File: src/rtl/skht_pkg.sv
// ----------------------------------------------------------------------------
// Sorted key handler table package
// Shared sizes, beat structures, status codes and the control and status
// groups that pass between the controller and the datapath.
// ----------------------------------------------------------------------------
`default_nettype none

package skht_pkg;

    localparam int TABLE_DEPTH  = 256;
    localparam int HANDLER_BITS = 16;
    localparam int SIG_BITS     = 8;
    localparam int KEY_BITS     = 64;
    localparam int IDX_BITS     = $clog2(TABLE_DEPTH);
    localparam int CNT_BITS     = $clog2(TABLE_DEPTH + 1);

    typedef enum logic [2:0] {
        ST_INSERTED = 3'd0,
        ST_REPLACED = 3'd1,
        ST_FULL     = 3'd2,
        ST_FOUND    = 3'd3,
        ST_MISSING  = 3'd4
    } status_t;

    typedef enum logic {
        CMD_INSERT = 1'b0,
        CMD_LOOKUP = 1'b1
    } command_t;

    typedef struct packed {
        command_t                command;
        logic [KEY_BITS-1:0]     key;
        logic [HANDLER_BITS-1:0] handler;
        logic                    handler_present;
        logic [SIG_BITS-1:0]     signature;
    } in_item_t;

    typedef struct packed {
        status_t                 status;
        logic [HANDLER_BITS-1:0] handler_out;
        logic [SIG_BITS-1:0]     signature_out;
        logic                    callable;
        logic [CNT_BITS-1:0]     entry_count;
    } result_t;

    typedef struct packed {
        logic [KEY_BITS-1:0]     key;
        logic [HANDLER_BITS-1:0] handler;
        logic [SIG_BITS-1:0]     signature;
        logic                    present;
    } entry_t;

    typedef struct packed {
        logic    load;
        logic    rd_mid;
        logic    upd_bound;
        logic    rd_pos;
        logic    rd_shift;
        logic    wr_shift;
        logic    wr_new;
        logic    inc_count;
        logic    set_result;
        status_t res_status;
    } ctrl_cmd_t;

    typedef struct packed {
        logic     range_empty;
        logic     key_hit;
        logic     full;
        logic     shift_done;
        command_t command;
    } dp_status_t;

endpackage

`default_nettype wire

File: src/rtl/skht_ctrl.sv
// ----------------------------------------------------------------------------
// Sorted key handler table controller
// Sequences the lower-bound search, the hit check, the upward shift of the
// later entries and the write of a new or replaced entry.
// ----------------------------------------------------------------------------
`default_nettype none

module skht_ctrl (
    input  wire logic                clk,
    input  wire logic                rst_n,
    input  wire logic                start,
    output logic                     busy,
    input  wire skht_pkg::dp_status_t stat,
    output skht_pkg::ctrl_cmd_t      cmd
);

    typedef enum logic [6:0] {
        S_IDLE     = 7'b0000001,
        S_SEARCH   = 7'b0000010,
        S_COMPARE  = 7'b0000100,
        S_CHECK    = 7'b0001000,
        S_MATCH    = 7'b0010000,
        S_SHIFT    = 7'b0100000,
        S_SHIFT_WR = 7'b1000000
    } state_t;

    state_t state_reg;
    state_t state_next;

    always_ff @(posedge clk or negedge rst_n)
    begin
        if (!rst_n)
        begin
            state_reg <= S_IDLE;
        end
        else
        begin
            state_reg <= state_next;
        end
    end

    assign busy = (state_reg != S_IDLE);

    always_comb
    begin
        state_next     = state_reg;
        cmd.load       = 1'b0;
        cmd.rd_mid     = 1'b0;
        cmd.upd_bound  = 1'b0;
        cmd.rd_pos     = 1'b0;
        cmd.rd_shift   = 1'b0;
        cmd.wr_shift   = 1'b0;
        cmd.wr_new     = 1'b0;
        cmd.inc_count  = 1'b0;
        cmd.set_result = 1'b0;
        cmd.res_status = skht_pkg::ST_INSERTED;
        unique case (state_reg)
            S_IDLE:
            begin
                if (start)
                begin
                    cmd.load   = 1'b1;
                    state_next = S_SEARCH;
                end
            end
            S_SEARCH:
            begin
                if (stat.range_empty)
                begin
                    state_next = S_CHECK;
                end
                else
                begin
                    cmd.rd_mid = 1'b1;
                    state_next = S_COMPARE;
                end
            end
            S_COMPARE:
            begin
                cmd.upd_bound = 1'b1;
                state_next    = S_SEARCH;
            end
            S_CHECK:
            begin
                cmd.rd_pos = 1'b1;
                state_next = S_MATCH;
            end
            S_MATCH:
            begin
                if (stat.command == skht_pkg::CMD_LOOKUP)
                begin
                    cmd.set_result = 1'b1;
                    cmd.res_status = stat.key_hit ? skht_pkg::ST_FOUND
                                                  : skht_pkg::ST_MISSING;
                    state_next     = S_IDLE;
                end
                else if (stat.key_hit)
                begin
                    cmd.wr_new     = 1'b1;
                    cmd.set_result = 1'b1;
                    cmd.res_status = skht_pkg::ST_REPLACED;
                    state_next     = S_IDLE;
                end
                else if (stat.full)
                begin
                    cmd.set_result = 1'b1;
                    cmd.res_status = skht_pkg::ST_FULL;
                    state_next     = S_IDLE;
                end
                else
                begin
                    state_next = S_SHIFT;
                end
            end
            S_SHIFT:
            begin
                if (stat.shift_done)
                begin
                    cmd.wr_new     = 1'b1;
                    cmd.inc_count  = 1'b1;
                    cmd.set_result = 1'b1;
                    cmd.res_status = skht_pkg::ST_INSERTED;
                    state_next     = S_IDLE;
                end
                else
                begin
                    cmd.rd_shift = 1'b1;
                    state_next   = S_SHIFT_WR;
                end
            end
            S_SHIFT_WR:
            begin
                cmd.wr_shift = 1'b1;
                state_next   = S_SHIFT;
            end
            default:
            begin
                state_next = S_IDLE;
            end
        endcase
    end

endmodule

`default_nettype wire

File: config.mk
export PLATFORM = sky130hd
export DESIGN_NAME = skht_ctrl
export DESIGN_NICKNAME = d
export VERILOG_FILES = /design/src/rtl/skht_pkg.sv /design/src/rtl/skht_ctrl.sv
export SDC_FILE = /design/constraint.sdc
export NUM_CORES = 1
export LEC_CHECK = 0
export BUFFER_PORTS_ARGS = -buffer_cell sky130_fd_sc_hd__buf_2
export CORE_AREA = 2 2 39 41
export DETAILED_ROUTE_END_ITERATION = 16
export DIE_AREA = 0 0 41 43
export SYNTH_ARGS = -nofsm -noshare
export SYNTH_HDL_FRONTEND = slang
export SYNTH_SLANG_ARGS = --single-unit
File: constraint.sdc
create_clock -name clk -period 2.2 [get_ports clk]
set_clock_uncertainty 0.1 [all_clocks]
set_input_delay 0.11 -clock clk [delete_from_list [all_inputs] [get_ports clk]]
set_output_delay 0.11 -clock clk [all_outputs]
set_load 0.05 [all_outputs]
==> results_dict.tcl <==
set metrics [dict create \
    hpwl_um 872 \
    post-place-ws_ns 0.237 \
    setup_viol 0 \
    yosys_register_bits 7 \
    holdCritPathClass "primary input to register" \
    path_class "register to output port" \
    chipHeight_um 43 \
    wire_per_inst_um 10.9 \
    grt_use_total_pct 14.7 \
    post-route-cell-area_um2 674 \
    hold_viol_final 0 \
    whs_path_depth 2 \
    chipWidth_um 41 \
    layout_commonest_cell "buf_2" \
    grt_first_pass_wirelength_um 1800 \
    tns_ns 0 \
    coreArea_um2 1380 \
    crit_path_start_kind "register" \
    drive_gt1_share_pct 36.0 \
    finalNonFillerCells 102 \
    syn_area_um2 482 \
    ir_worst_vdd_v 0.000497 \
    totalWireLength_um 1110 \
    grt_max_degree 11 \
    via_per_inst 5.08 \
    status "complete, no violations" \
    rsz0062_at_grt "false" \
    postPlaceCellArea_um2 598 \
    postCtsSetupBuffers 0 \
    synth_seq_area_share_pct 36.6 \
    fin_nets 95 \
    grt_pass1_vias 450 \
    synth_cell_types 25 \
    relSlewSlack_pct 77.0 \
    diodes 0 \
    largest_reg_flops 7 \
    antenna_found_initial 0 \
    whs_ns 0.0254 \
    first_pass_iters 4 \
    start_util_pct 34.8 \
    cts_buffer_depth 2 \
    portBuffers 20 \
    fmax_ghz 0.503 \
    cap_violations 0 \
    layout_common_cells "20 x buf_2, 10 x nor2_1, 7 x inv_1, 7 x nand3_1, 6 x dfrtp_1" \
    clock_sinks 7 \
    syn_inst 60 \
    tightest_slew_ns 0.345 \
    drt_iter0_drc 11 \
    syn_to_final_growth_pct 40.0 \
    clk_pin_slew_ns 0.05 \
    power-per-cell-area_nw_per_um2 932 \
    critical_path.cell_chain "nor4_4 -> nand3_1 -> nor2_2 -> a21o_1 -> buf_2" \
    vias 518 \
    num_rows 14 \
    tritoncts "done" \
    crit_arrival_ns 1.78 \
    final-max-slew-violation-count 0 \
    ant_nets 0 \
    drc 0 \
    critical_path.slowest_cell "dfrtp_1" \
    avgSynthCellArea_um2 8.03 \
    reg2reg_depth 4 \
    io_pins 21 \
    cts-root-buf "clkbuf_4" \
    critPathMaxFanout 10 \
    gp_congestion 0.816 \
    p_leak_nw 0.367 \
    fin_crit_sh_pct 90.4 \
    ys.warnings.count 0 \
    crit_required_ns 1.99 \
    ctsHtreeMaxLevel 1 \
    worstSkewPairLatency_ns 0.25 \
    synth_nets 68 \
    gr-total-overflow 0 \
    critPathMaxStageDelay_ns 0.49 \
    setup_ws_ns 0.211 \
    fin_crit_ns 1.99 \
    dp.cells 95 \
    numCtsBuffers 3 \
    crit_path_end_kind "output port" \
    fp.dieArea_um2 1760 \
]
final cells by class:
type | instances | area, um2
clock buffers | 4 | 26.3
fillers | 142 | 709
inverters | 7 | 26.3
multi-input cells | 45 | 295
flip-flops and latches | 7 | 176
well taps | 16 | 20.0
repair buffers | 23 | 130
synth_stat cells:
library cell   n  area share, %
nand3_1        7            7.3
nand4b_1       1            1.8
and3_2         1            1.6
nand2b_1       1            1.3
a21o_1         1            1.6
nor4b_1        1            1.8
a2111oi_2      1            3.1
nor2_1        12            9.3
dfrtp_1        6             31
o21ai_0        1            1.0
a41o_1         1            2.1
nor4_1         1            1.3
and3_1         1            1.3
and4b_1        3            6.2
o221ai_1       1            1.8
dfstp_2        1            5.5
or3_1          1            1.3
xnor2_1        1            1.8
nand2_1        2            1.6
nor3_1         5            5.2
a21oi_1        1            1.0
o22ai_1        1            1.3
a31oi_1        1            1.3
inv_1          7            5.5
clkbuf_8       1            2.9
worst max-delay path: cells and delay by family (launching register included):
kind	cells	cell delay [ns]
AND/OR/NAND/NOR	3	0.68
flip-flops	1	0.49
buffers and inverters	1	0.25
AO/OA/AOI/OAI	1	0.11
per-stage QoR:
stage,power [mW],util (%)
after detailed placement,0.484,43.2
after CTS,0.613,47.7
after floorplan,0.414,-
after global placement,0.486,43.2
after global routing,0.664,48.7
final,0.629,48.7
metal layers:
| metal | vias up | GRT usage [%] | part of all wire, % |
|---|---|---|---|
| met2 | 11 | 20.6 | 50 |
| met4 | 0 | 6.00 | 0 |
| li1 | 269 | - | - |
| met5 | - | 0 | 0 |
| met1 | 238 | 21.3 | 46 |
| met3 | 0 | 3.14 | 3.1 |
path summary, 6_finish.rpt:
path | startpoint | endpoint | slack, ns
min in group asynchronous | rst_n | state_reg[1] | 0.11
worst max-delay path | state_reg[5] | cmd[5] | 0.21
worst min-delay path | start | state_reg[0] | 0.03
worst min register to register | state_reg[3] | state_reg[4] | 0.62
worst max register to register | state_reg[5] | state_reg[0] | 0.47
max in group asynchronous | rst_n | state_reg[0] | 1.66
kinds of logic after synthesis:
family          count (synthesis)  share of synthesized area, %
simple gates                   36                          40.0
compound gates                  8                          13.2
buf+inv                         8                          8.31
flops                           7                          36.6
xor+xnor                        1                          1.82
report_power, final:
| group | switching [mW] | internal, mW |
|---|---|---|
| sequential | 0.0542 | 0.161 |
| clock | 0.0453 | 0.0691 |
| combinational | 0.200 | 0.0997 |
timing repair:
item | CTS | global route
hold buffers | 3 | 0
endpoints found under the setup margin | 1 | 3
gates resized for setup | 1 | 2
endpoints found under the hold margin | 10 | 0
Note: power is estimated with default switching activity, not from simulation.
